--- config.mk ---
export PLATFORM = sky130hd
export DESIGN_NAME = nec_ir_pulse_frame_decoder_flat
export DESIGN_NICKNAME = d
export VERILOG_FILES = /design/src/hw/rtl/necd_pkg.sv /design/src/hw/rtl/necd_if.sv /design/src/hw/rtl/necd_front.sv /design/src/hw/rtl/necd_queue.sv /design/src/hw/rtl/necd_back.sv /design/src/hw/rtl/nec_ir_pulse_frame_decoder.sv /design/src/flat_wrapper.sv
export SDC_FILE = /design/constraint.sdc
export NUM_CORES = 1
export LEC_CHECK = 0
export CORE_UTILIZATION = 55
export DETAILED_ROUTE_END_ITERATION = 16
export DONT_BUFFER_PORTS = 1
export GPL_TIMING_DRIVEN = 0
export PLACE_DENSITY = 0.72
export SLEW_MARGIN = 20
export SYNTH_ARGS = -nofsm -noshare
export SYNTH_HDL_FRONTEND = slang
export SYNTH_SLANG_ARGS = --single-unit
--- constraint.sdc ---
create_clock -name clk_i -period 5.95 [get_ports clk_i]
set_input_delay 0.2975 -clock clk_i [delete_from_list [all_inputs] [get_ports clk_i]]
set_output_delay 0.2975 -clock clk_i [all_outputs]
set_load 0.01 [all_outputs]
--- src/hw/rtl/necd_pkg.sv ---
`timescale 1ns / 1ps
package necd_pkg;

  localparam int unsigned DurW            = 15;
  localparam int unsigned FieldW          = 16;
  localparam int unsigned CountW          = 6;
  localparam int unsigned FramePairs      = 34;
  localparam int unsigned RepeatPairs     = 2;
  localparam int unsigned MarginW         = 12;
  localparam int unsigned DecodeMarginDef = 200;
  localparam int unsigned QueueDepthDef   = 2;
  localparam int unsigned RegCount        = 8;
  localparam int unsigned ApbAddrW        = 5;
  localparam int unsigned ApbDataW        = 32;

  typedef logic [DurW-1:0] dur_t;

  typedef enum logic [2:0] {
    StFrameOk   = 3'd0,
    StRepeatOk  = 3'd1,
    StFrameErr  = 3'd2,
    StRepeatErr = 3'd3,
    StWrongLen  = 3'd4
  } status_e;

  typedef enum logic [2:0] {
    RegLeaderMark  = 3'd0,
    RegLeaderSpace = 3'd1,
    RegZeroMark    = 3'd2,
    RegZeroSpace   = 3'd3,
    RegOneMark     = 3'd4,
    RegOneSpace    = 3'd5,
    RegRepeatMark  = 3'd6,
    RegRepeatSpace = 3'd7
  } reg_idx_e;

  localparam dur_t RegReset [RegCount] = '{
    15'd9000, 15'd4500, 15'd560, 15'd560, 15'd560, 15'd1690, 15'd9000, 15'd2250
  };

  typedef struct packed {
    dur_t leader_mark;
    dur_t leader_space;
    dur_t zero_mark;
    dur_t zero_space;
    dur_t one_mark;
    dur_t one_space;
    dur_t repeat_mark;
    dur_t repeat_space;
  } cfg_t;

  // timing class of one pulse pair, as handed from front to back
  typedef struct packed {
    logic leader_ok;
    logic repeat_ok;
    logic one_ok;
    logic zero_ok;
    logic last;
  } pair_class_t;

endpackage

--- src/hw/rtl/necd_if.sv ---
`timescale 1ns / 1ps
interface necd_pair_if;
  import necd_pkg::*;

  logic valid;
  logic ready;
  dur_t mark_duration;
  dur_t space_duration;
  logic last_in_burst;

  modport source (output valid, output mark_duration, output space_duration,
                  output last_in_burst, input ready);
  modport sink (input valid, input mark_duration, input space_duration,
                input last_in_burst, output ready);
endinterface

interface necd_result_if;
  import necd_pkg::*;

  logic              valid;
  logic              ready;
  status_e           status;
  logic [FieldW-1:0] address;
  logic [FieldW-1:0] command_word;

  modport source (output valid, output status, output address, output command_word,
                  input ready);
  modport sink (input valid, input status, input address, input command_word,
                output ready);
endinterface

--- src/hw/rtl/necd_front.sv ---
`timescale 1ns / 1ps
module necd_front #(
  parameter int unsigned DECODE_MARGIN = necd_pkg::DecodeMarginDef
) (
  input  necd_pkg::cfg_t        cfg_i,
  necd_pair_if.sink             pair_i,
  output necd_pkg::pair_class_t cls_o,
  output logic                  cls_valid_o,
  input  logic                  cls_ready_i
);
  import necd_pkg::*;

  localparam int unsigned SumW = DurW + 1;
  localparam logic [SumW-1:0] Margin = SumW'(DECODE_MARGIN);

  // s - m < d < s + m, rearranged so that nothing goes below zero
  function automatic logic near_spec(dur_t d, dur_t s);
    logic [SumW-1:0] d_ext;
    logic [SumW-1:0] s_ext;
    d_ext = {1'b0, d};
    s_ext = {1'b0, s};
    return ((d_ext + Margin) > s_ext) && (d_ext < (s_ext + Margin));
  endfunction

  assign pair_i.ready = cls_ready_i;
  assign cls_valid_o  = pair_i.valid;

  always_comb begin
    cls_o.leader_ok = near_spec(pair_i.mark_duration, cfg_i.leader_mark) &&
                      near_spec(pair_i.space_duration, cfg_i.leader_space);
    cls_o.repeat_ok = near_spec(pair_i.mark_duration, cfg_i.repeat_mark) &&
                      near_spec(pair_i.space_duration, cfg_i.repeat_space);
    cls_o.one_ok    = near_spec(pair_i.mark_duration, cfg_i.one_mark) &&
                      near_spec(pair_i.space_duration, cfg_i.one_space);
    cls_o.zero_ok   = near_spec(pair_i.mark_duration, cfg_i.zero_mark) &&
                      near_spec(pair_i.space_duration, cfg_i.zero_space);
    cls_o.last      = pair_i.last_in_burst;
  end

endmodule

--- src/hw/rtl/necd_queue.sv ---
`timescale 1ns / 1ps
module necd_queue #(
  parameter int unsigned DEPTH = necd_pkg::QueueDepthDef
) (
  input  logic                  clk_i,
  input  logic                  rst_ni,
  input  necd_pkg::pair_class_t push_data_i,
  input  logic                  push_valid_i,
  output logic                  push_ready_o,
  output necd_pkg::pair_class_t pop_data_o,
  output logic                  pop_valid_o,
  input  logic                  pop_ready_i
);
  import necd_pkg::*;

  localparam int unsigned PtrW = (DEPTH > 1) ? $clog2(DEPTH) : 1;
  localparam int unsigned CntW = $clog2(DEPTH + 1);
  localparam logic [PtrW-1:0] LastPtr = PtrW'(DEPTH - 1);
  localparam logic [CntW-1:0] Full    = CntW'(DEPTH);

  pair_class_t     mem_q [DEPTH];
  logic [PtrW-1:0] wr_ptr_q, wr_ptr_d;
  logic [PtrW-1:0] rd_ptr_q, rd_ptr_d;
  logic [CntW-1:0] count_q, count_d;
  logic            push, pop;

  assign push_ready_o = (count_q != Full);
  assign pop_valid_o  = (count_q != '0);
  assign pop_data_o   = mem_q[rd_ptr_q];
  assign push         = push_valid_i && push_ready_o;
  assign pop          = pop_valid_o && pop_ready_i;

  always_comb begin
    wr_ptr_d = wr_ptr_q;
    rd_ptr_d = rd_ptr_q;
    count_d  = count_q;
    if (push) begin
      wr_ptr_d = (wr_ptr_q == LastPtr) ? '0 : wr_ptr_q + 1'b1;
    end
    if (pop) begin
      rd_ptr_d = (rd_ptr_q == LastPtr) ? '0 : rd_ptr_q + 1'b1;
    end
    if (push && !pop) begin
      count_d = count_q + 1'b1;
    end else if (pop && !push) begin
      count_d = count_q - 1'b1;
    end
  end

  always_ff @(posedge clk_i or negedge rst_ni) begin
    if (!rst_ni) begin
      wr_ptr_q <= '0;
      rd_ptr_q <= '0;
      count_q  <= '0;
    end else begin
      wr_ptr_q <= wr_ptr_d;
      rd_ptr_q <= rd_ptr_d;
      count_q  <= count_d;
    end
  end

  always_ff @(posedge clk_i) begin
    if (push) begin
      mem_q[wr_ptr_q] <= push_data_i;
    end
  end

endmodule

--- src/hw/rtl/necd_back.sv ---
`timescale 1ns / 1ps
module necd_back (
  input  logic                  clk_i,
  input  logic                  rst_ni,
  input  necd_pkg::pair_class_t cls_i,
  input  logic                  cls_valid_i,
  output logic                  cls_ready_o,
  necd_result_if.source         res_o
);
  import necd_pkg::*;

  localparam int unsigned PosW = $clog2(2 * FieldW);
  localparam int unsigned BitW = $clog2(FieldW);
  localparam logic [CountW-1:0] CntFrame  = CountW'(FramePairs);
  localparam logic [CountW-1:0] CntRepeat = CountW'(RepeatPairs);
  localparam logic [CountW-1:0] CntBits   = CountW'(2 * FieldW);
  localparam logic [CountW-1:0] CntSat    = CountW'(FramePairs + 1);

  logic [CountW-1:0] cnt_q, cnt_d;
  logic [FieldW-1:0] addr_sh_q, addr_sh_d;
  logic [FieldW-1:0] cmd_sh_q, cmd_sh_d;
  logic              frame_good_q, frame_good_d;
  logic              repeat_good_q, repeat_good_d;
  logic              res_valid_q;
  status_e           status_q, status_d;
  logic [FieldW-1:0] addr_q, addr_d;
  logic [FieldW-1:0] cmd_q, cmd_d;
  logic              take;
  logic [PosW-1:0]   pos;

  assign cls_ready_o = !res_valid_q || res_o.ready;
  assign take        = cls_valid_i && cls_ready_o;
  assign pos         = PosW'(cnt_q - 1'b1);

  always_comb begin
    cnt_d         = cnt_q;
    addr_sh_d     = addr_sh_q;
    cmd_sh_d      = cmd_sh_q;
    frame_good_d  = frame_good_q;
    repeat_good_d = repeat_good_q;
    status_d      = StWrongLen;
    addr_d        = '0;
    cmd_d         = '0;

    if (cnt_q == '0) begin
      frame_good_d  = cls_i.leader_ok;
      repeat_good_d = cls_i.repeat_ok;
    end else if (cnt_q <= CntBits && frame_good_q) begin
      // one is tried first, then zero
      if (cls_i.one_ok) begin
        if (!pos[PosW-1]) begin
          addr_sh_d[pos[BitW-1:0]] = 1'b1;
        end else begin
          cmd_sh_d[pos[BitW-1:0]] = 1'b1;
        end
      end else if (!cls_i.zero_ok) begin
        frame_good_d = 1'b0;
      end
    end

    if (cnt_q < CntSat) begin
      cnt_d = cnt_q + 1'b1;
    end

    if (cnt_d == CntFrame) begin
      if (frame_good_d) begin
        status_d = StFrameOk;
        addr_d   = addr_sh_d;
        cmd_d    = cmd_sh_d;
      end else begin
        status_d = StFrameErr;
      end
    end else if (cnt_d == CntRepeat) begin
      status_d = repeat_good_d ? StRepeatOk : StRepeatErr;
    end

    // end of burst: back to the idle values
    if (cls_i.last) begin
      cnt_d         = '0;
      addr_sh_d     = '0;
      cmd_sh_d      = '0;
      frame_good_d  = 1'b1;
      repeat_good_d = 1'b0;
    end
  end

  always_ff @(posedge clk_i or negedge rst_ni) begin
    if (!rst_ni) begin
      cnt_q         <= '0;
      addr_sh_q     <= '0;
      cmd_sh_q      <= '0;
      frame_good_q  <= 1'b1;
      repeat_good_q <= 1'b0;
      res_valid_q   <= 1'b0;
    end else begin
      if (take) begin
        cnt_q         <= cnt_d;
        addr_sh_q     <= addr_sh_d;
        cmd_sh_q      <= cmd_sh_d;
        frame_good_q  <= frame_good_d;
        repeat_good_q <= repeat_good_d;
      end
      if (take && cls_i.last) begin
        res_valid_q <= 1'b1;
      end else if (res_o.ready) begin
        res_valid_q <= 1'b0;
      end
    end
  end

  always_ff @(posedge clk_i) begin
    if (take && cls_i.last) begin
      status_q <= status_d;
      addr_q   <= addr_d;
      cmd_q    <= cmd_d;
    end
  end

  assign res_o.valid        = res_valid_q;
  assign res_o.status       = status_q;
  assign res_o.address      = addr_q;
  assign res_o.command_word = cmd_q;

endmodule

--- src/hw/rtl/nec_ir_pulse_frame_decoder.sv ---
`timescale 1ns / 1ps
// the closing pair of a burst passes through the classify queue before the back part registers its result
// throughput: one pulse pair per cycle while no taken result is held up by res_o.ready, set by the back part
// the classify queue lets the input side run on while a result waits to be taken
// reset: asynchronous, active low; timing registers return to their defaults and the
// burst state and queue are cleared, with no sweep needed
module nec_ir_pulse_frame_decoder #(
  parameter int unsigned DECODE_MARGIN = necd_pkg::DecodeMarginDef,
  parameter int unsigned QUEUE_DEPTH   = necd_pkg::QueueDepthDef
) (
  input  logic                            clk_i,
  input  logic                            rst_ni,
  input  logic                            psel,
  input  logic                            penable,
  input  logic                            pwrite,
  input  logic [necd_pkg::ApbAddrW-1:0]   paddr,
  input  logic [necd_pkg::ApbDataW-1:0]   pwdata,
  output logic [necd_pkg::ApbDataW-1:0]   prdata,
  output logic                            pready,
  necd_pair_if.sink                       pair_i,
  necd_result_if.source                   res_o
);
  import necd_pkg::*;

  localparam int unsigned IdxW = $clog2(RegCount);

  dur_t          cfg_q [RegCount];
  cfg_t          cfg;
  logic [IdxW-1:0] reg_idx;
  pair_class_t   cls_push, cls_pop;
  logic          push_valid, push_ready, pop_valid, pop_ready;

  assign pready  = 1'b1;
  assign reg_idx = paddr[ApbAddrW-1:2];
  assign prdata  = {{(ApbDataW - DurW){1'b0}}, cfg_q[reg_idx]};

  always_ff @(posedge clk_i or negedge rst_ni) begin
    if (!rst_ni) begin
      for (int i = 0; i < RegCount; i++) begin
        cfg_q[i] <= RegReset[i];
      end
    end else if (psel && penable && pwrite && pready) begin
      cfg_q[reg_idx] <= pwdata[DurW-1:0];
    end
  end

  always_comb begin
    cfg.leader_mark  = cfg_q[RegLeaderMark];
    cfg.leader_space = cfg_q[RegLeaderSpace];
    cfg.zero_mark    = cfg_q[RegZeroMark];
    cfg.zero_space   = cfg_q[RegZeroSpace];
    cfg.one_mark     = cfg_q[RegOneMark];
    cfg.one_space    = cfg_q[RegOneSpace];
    cfg.repeat_mark  = cfg_q[RegRepeatMark];
    cfg.repeat_space = cfg_q[RegRepeatSpace];
  end

  necd_front #(
    .DECODE_MARGIN(DECODE_MARGIN)
  ) u_front (
    .cfg_i       (cfg),
    .pair_i      (pair_i),
    .cls_o       (cls_push),
    .cls_valid_o (push_valid),
    .cls_ready_i (push_ready)
  );

  necd_queue #(
    .DEPTH(QUEUE_DEPTH)
  ) u_queue (
    .clk_i        (clk_i),
    .rst_ni       (rst_ni),
    .push_data_i  (cls_push),
    .push_valid_i (push_valid),
    .push_ready_o (push_ready),
    .pop_data_o   (cls_pop),
    .pop_valid_o  (pop_valid),
    .pop_ready_i  (pop_ready)
  );

  necd_back u_back (
    .clk_i       (clk_i),
    .rst_ni      (rst_ni),
    .cls_i       (cls_pop),
    .cls_valid_i (pop_valid),
    .cls_ready_o (pop_ready),
    .res_o       (res_o)
  );

endmodule

--- src/flat_wrapper.sv ---
// flat-port wrapper written by rule: the top's interface ports become plain ports
module nec_ir_pulse_frame_decoder_flat import necd_pkg::*;
#(
  parameter int unsigned DECODE_MARGIN = necd_pkg::DecodeMarginDef,
  parameter int unsigned QUEUE_DEPTH   = necd_pkg::QueueDepthDef
)
  (clk_i, rst_ni, psel, penable, pwrite, paddr, pwdata, prdata, pready, pair_i_valid, pair_i_mark_duration, pair_i_space_duration, pair_i_last_in_burst, pair_i_ready, res_o_valid, res_o_status, res_o_address, res_o_command_word, res_o_ready);
  necd_pair_if pair_i_i ();
  necd_result_if res_o_i ();
  input  logic clk_i;
  input  logic rst_ni;
  input  logic psel;
  input  logic penable;
  input  logic pwrite;
  input  logic [necd_pkg::ApbAddrW-1:0] paddr;
  input  logic [necd_pkg::ApbDataW-1:0] pwdata;
  output logic [necd_pkg::ApbDataW-1:0] prdata;
  output logic pready;
  input wire logic [$bits(pair_i_i.valid)-1:0] pair_i_valid;
  input wire logic [$bits(pair_i_i.mark_duration)-1:0] pair_i_mark_duration;
  input wire logic [$bits(pair_i_i.space_duration)-1:0] pair_i_space_duration;
  input wire logic [$bits(pair_i_i.last_in_burst)-1:0] pair_i_last_in_burst;
  output wire logic [$bits(pair_i_i.ready)-1:0] pair_i_ready;
  output wire logic [$bits(res_o_i.valid)-1:0] res_o_valid;
  output wire logic [$bits(res_o_i.status)-1:0] res_o_status;
  output wire logic [$bits(res_o_i.address)-1:0] res_o_address;
  output wire logic [$bits(res_o_i.command_word)-1:0] res_o_command_word;
  input wire logic [$bits(res_o_i.ready)-1:0] res_o_ready;
  assign pair_i_i.valid = pair_i_valid;
  assign pair_i_i.mark_duration = pair_i_mark_duration;
  assign pair_i_i.space_duration = pair_i_space_duration;
  assign pair_i_i.last_in_burst = pair_i_last_in_burst;
  assign pair_i_ready = pair_i_i.ready;
  assign res_o_valid = res_o_i.valid;
  assign res_o_status = res_o_i.status;
  assign res_o_address = res_o_i.address;
  assign res_o_command_word = res_o_i.command_word;
  assign res_o_i.ready = res_o_ready;
  nec_ir_pulse_frame_decoder #(.DECODE_MARGIN(DECODE_MARGIN), .QUEUE_DEPTH(QUEUE_DEPTH)) u_core (.clk_i(clk_i), .rst_ni(rst_ni), .psel(psel), .penable(penable), .pwrite(pwrite), .paddr(paddr), .pwdata(pwdata), .prdata(prdata), .pready(pready), .pair_i(pair_i_i), .res_o(res_o_i));
endmodule
---- Word-level counts from Yosys, hierarchy flattened ----
Memory sizes are Yosys's and may differ from the RTL's.
Index checks and enable logic that the tools add are counted.
storage, ports and cells
  register bits ........................... 200
  bits in writable memories ............... 10
  output and inout port bits .............. 70
  memories kept ........................... 1
operators by class
  $add $sub $neg .......................... 16
  $lt $le $gt $ge ......................... 22
  equality and inequality tests ........... 3
  mux-type cells .......................... 39
  bitwise operators ....................... 3
  reductions and logical operators ........ 31
memories
  name                  words  width  read ports  clocked after memory_dff  write ports  line              RTL
  u_core.u_queue.mem_q  2      5      1           0                         1            necd_queue.sv:21  pair_class_t mem_q [DEPTH];
operator list
  operator               count
  $add 15x8->16 const B  10
  $mux 16                10
  $gt 16x15->1           8
  $lt 15x16->1           8
  $bwmux 120             1
  $bmux 15 s3            1
  $demux 15 s3           1
  $mux 15                3
  $or 16x16->16          2
  $logic_and 1x1->1      22
  $mux 1                 14
  $mux 6                 2
  $mux 2                 4
  $add 6x1->6 const B    1
  $eq 6x2->1 const B     1
  $eq 6x6->1 const B     1
  $le 6x6->1 const B     1
  $logic_not 6->1        1
  $lt 6x6->1 const B     1
  $mux 3                 2
  $reduce_bool 2->1      3
  $lt 4x5->1 const B     1
  $sub 5x1->5 const B    1
  $demux 1 s4            1
  11 further kinds       14

---- Depth between registers and ports, before layout ----
  depth after elaboration ................. 11
  mapped depth ............................ 13
  mapped depth without buffers ............ 13

---- By module ----
Synthesis repeated with hierarchy kept, for this count alone.
unflattened totals
  cell total of the unflattened synthesis .. 1653
  area, all modules ....................... 16799.9 µm²
by module, submodules not included
  module                      instances  cells each  area each (µm²)  sequential area each (µm²)
  necd_front                  1          932         6857.8           0.0
  nec_ir_pulse_frame_decoder  1          338         5640.4           3046.7
  necd_back                   1          349         3728.6           2078.2
  necd_queue                  1          34          573.0            400.4

---- Worst setup path before layout ----
No wires, ideal clock.
  path type ............................... register to register
  start ................................... register u_core.cfg_q, in the netlist u_core.cfg[49]
  end ..................................... memory u_core.u_queue.mem_q[0][2] (netlist bit), data pin
  library setup time ...................... 197 ps
  data arrival time ....................... 2926 ps
  path slack .............................. 2827 ps
  stages on the path, launching flop included .. 13
  path buffers ............................ 0
  clock period less this slack ............ 3123 ps
  cells stage by stage .................... dfstp_2 ha_1 a211o_1 nor3b_1 nand3_1 xnor2_1 ha_1 a21o_1 a21oi_1 a31oi_1 or4_1 a21o_1 nor4_1
RTL lines
  what                              line                              RTL
  start: declaration                nec_ir_pulse_frame_decoder.sv:27  dur_t cfg_q [RegCount];
  start signal: indexed assignment  nec_ir_pulse_frame_decoder.sv:40  cfg_q[i] <= RegReset[i];
  start signal: indexed assignment  nec_ir_pulse_frame_decoder.sv:43  cfg_q[reg_idx] <= pwdata[DurW-1:0];
  end: declaration                  necd_queue.sv:21

==> flow_summary_export.csv <==
group,metric,value,unit
job,max_cap_violations,0,
power,p_int,3870,uW
cells_and_area,final_cells,2259,
route,ant_nets,0,
power,vdd_drop_max,0.234,mV
global_route,grt_usage,0.331,
place,io_buffers,0,
route,drt_iter0_drc,1462,
power,power.density,367,nW/um^2
timing,finalCritPeriodShare,0.789,
cts,cts.htree.levels,1,
die,io_pins,145,
route,finalWirelength,49.6,mm
status,status,"completed",
cells_and_area,area_delta_synth_final,9.13,%
synth,synth_flop_cell,"dfrtp_1",
worst_hold_path,holdCritPathClass,"in2reg",
power,power.share.sequential,0.350,
synth,ys_seq_area_frac,0.341,
critical_path,reg2regPathDepth,12,
cells_and_area,drive_gt1_frac,0.0929,
cells_and_area,nNetsFinal,2160,
place,placed_cells,2205,
route,route.vias.total,13900,
place,dp_hpwl,39.4,mm
synth,synth-edff-count,45,
cts,cts_tree,"done",
timing,hold_viol,0,
cts,clkTransAtPathRegs,60,ps
global_route,grt_overflow,0,
global_route,antenna_found_initial,1,
critical_path,setup.worst_path.class,"reg2reg",
global_route,grt_pass1_vias,13400,
timing,setup_viol,0,
die,die_y,174,um
timing,fmax,0.213,GHz
place,gp_congestion,1.00,
timing,tns,0,ps
cts,numCtsBuffers,25,
die,rows,62,
synth,async_flop_share,0.786,
route,vias_per_cell,6.13,
timing,tightest_slew,1230,ps
global_route,grt_pass1_wl,76.3,mm
critical_path,cp_max_fo,6,
power,leakage,0.00787,uW
route,wire_per_inst,21.9,um
synth,synthesis.area,16200,um^2
worst_hold_path,hold_depth,1,
timing,fin_skew,18.7,ps
synth,ys.warnings.count,0,
cts,clock-sinks,210,
cts,clockRootBuffer,"clkbuf_16",
power,p_switching,2610,uW
power,clkPwrFrac,0.238,
die,die_area,30100,um^2
route,drc,0,
timing,min_period,4700,ps
die,start_util,0.561,
critical_path,critPathArrivalTime,4850,ps
synth,synth_cells,1804,
cts,ctsLongestPathBuffers,3,
route,dr.pass1.iters,6,
critical_path,critPathLaunchType,"flip-flop",
timing,rsz0062_at_grt,"false",
global_route,grt_max_degree,166,
die,core-area,28900,um^2
timing,max_slew_margin,0.170,
cts,insertion_delay,540,ps
synth,synth_seq_cells,210,
critical_path,endpoint_kind,"flip-flop",
critical_path,required,6110,ps
die,die_x,174,um
power,p_sw_frac,0.403,
timing,drv_slew,0,
synth,avgSynthCellArea,8.97,um^2
synth,ys_types,69,
power,p_comb_frac,0.412,
cells in the final DEF (no fill, tap or decap), types with 8 or more instances in the layout:
cell type,synthesis,final
ha_1,231,231
o21ai_0,157,157
nand2_1,152,152
inv_1,135,135
nor2_1,133,133
dfrtp_1,129,129
a21oi_1,126,126
xnor2_1,88,88
clkbuf_1,65,72
nand3_1,64,64
edfxtp_1,45,45
a21o_1,43,43
dfstp_2,36,36
nand4_1,34,34
nor3_1,29,29
mux2_2,28,28
a31oi_1,26,26
clkbuf_16,0,25
nor2_2,21,21
buf_4,20,20
nand2b_1,19,19
a211oi_1,18,18
conb_1,2,18
a221oi_1,17,17
xor2_1,16,16
and3_1,16,16
nor2b_1,15,15
and2_1,14,14
nor4_1,11,11
mux4_2,10,10
mux2i_1,10,10
o22ai_1,8,8
worst paths after layout:
| path | start | end | slack (ps) |
|---|---|---|---|
| setup reg to reg | u_core.cfg[108] | u_core.u_queue.mem_q[0][4] | 1250 |
| max in group asynchronous | rst_ni | u_core.cfg[45] | 4800 |
| min in group asynchronous | rst_ni | u_core.u_back.res_o.valid | 410 |
| hold / removal | pair_i_valid | u_core.u_queue.mem_q[1][4] | 150 |
| setup / recovery | u_core.cfg[108] | u_core.u_queue.mem_q[0][4] | 1250 |
| hold reg to reg | u_core.u_back.addr_sh_q[5] | u_core.u_back.addr_sh_q[5] | 500 |
registers in the layout (all words and copies together), names as in the netlist, 2 cells and up:
| signal | cells |
|---|---|
| u_core.cfg | 120 |
| u_core.u_back.addr_sh_q | 16 |
| u_core.u_back.cmd_sh_q | 16 |
| u_core.u_back.res_o.address | 16 |
| u_core.u_back.res_o.command_word | 16 |
| u_core.u_queue.mem_q | 10 |
| u_core.u_back.cnt_q | 6 |
| u_core.u_back.res_o.status | 3 |
| u_core.u_queue.count_q | 2 |
what timing repair did:
item	CTS	global route
hold buffers	6	0
buffers inserted	0	0
hold endpoints to repair	177	0
gates resized for setup	0	0
cells in the mapped netlist, types with 18 or more instances:
library cell	n	share of area
a21oi_1	126	0.039
clkbuf_1	65	0.015
ha_1	231	0.18
nand2b_1	19	0.0073
buf_4	20	0.0093
a21o_1	43	0.020
nand4_1	34	0.013
nor3_1	29	0.0090
xnor2_1	88	0.048
a31oi_1	26	0.010
inv_1	135	0.031
dfstp_2	36	0.058
nor2_2	21	0.0081
nor2_1	133	0.031
edfxtp_1	45	0.083
dfrtp_1	129	0.20
o21ai_0	157	0.049
nand3_1	64	0.020
mux2_2	28	0.019
a211oi_1	18	0.0083
nand2_1	152	0.035
power groups by stage:
stage | Combinational (uW) | Clock [uW] | Sequential, uW
4_1_cts | 2630 | 1560 | 2260
5_1_grt | 3000 | 1610 | 2300
6_report | 2670 | 1540 | 2270
3_3_place_gp | 2480 | 0 | 2280
3_5_place_dp | 2580 | 0 | 2280
2_1_floorplan | 1950 | 0 | 2160
metrics by stage:
| stage | instance area, um^2 | hold WS, ps | total power (uW) | util | setup WS, ps |
|---|---|---|---|---|---|
| floorplan | 16200 | 1.91 | 4110 | - | 2830 |
| global placement | 16700 | 5.82 | 4760 | 0.580 | 1240 |
| detailed placement | 16800 | 7.76 | 4860 | 0.581 | 1530 |
| CTS | 17700 | 144 | 6450 | 0.612 | 1490 |
| global route | 17700 | 170 | 6900 | 0.612 | 1320 |
| finish | 17700 | 153 | 6480 | 0.612 | 1250 |
worst max-delay path, stage by stage, from the launching register on:
cell	delay, ps
dfstp_2	410
ha_1	250
a211oi_1	660
nor2_1	170
nand3_1	140
xnor2_1	120
ha_1	260
a21o_1	170
a21oi_1	150
nor2_1	100
a211oi_1	530
o211ai_1	280
a2111oi_1	1060
cell families (layout without fill, tap and decap cells):
logic type,after synthesis,after routing,synth area share
compound gates,435,435,0.161
fa+ha+maj,232,232,0.179
buf+inv,235,288,0.0618
mux,48,48,0.0396
xor+xnor,104,104,0.0563
flops,210,210,0.341
other cells,2,20,0.000464
simple gates,538,538,0.161
layer usage:
metal  GRT usage  up-vias  share of wire
met5      0.0208        -         0.0017
met4       0.160        2          0.053
met3      0.0612      117          0.078
met2       0.526      614           0.44
met1       0.432     6601           0.42
li1            -     6517              -
area by class of cell:
class | instances | area [um^2]
Clock inverter | 6 | 70.1
Multi-Input combinational cell | 1375 | 9730
Fill cell | 2528 | 11200
Timing Repair Buffer | 7 | 97.6
Tap cell | 384 | 480
Buffer | 99 | 490
Clock buffer | 40 | 752
Antenna cell | 2 | 5.00
Sequential cell | 210 | 5530
Inverter | 136 | 510
No activity file was read; power rests on OpenSTA's default activity.
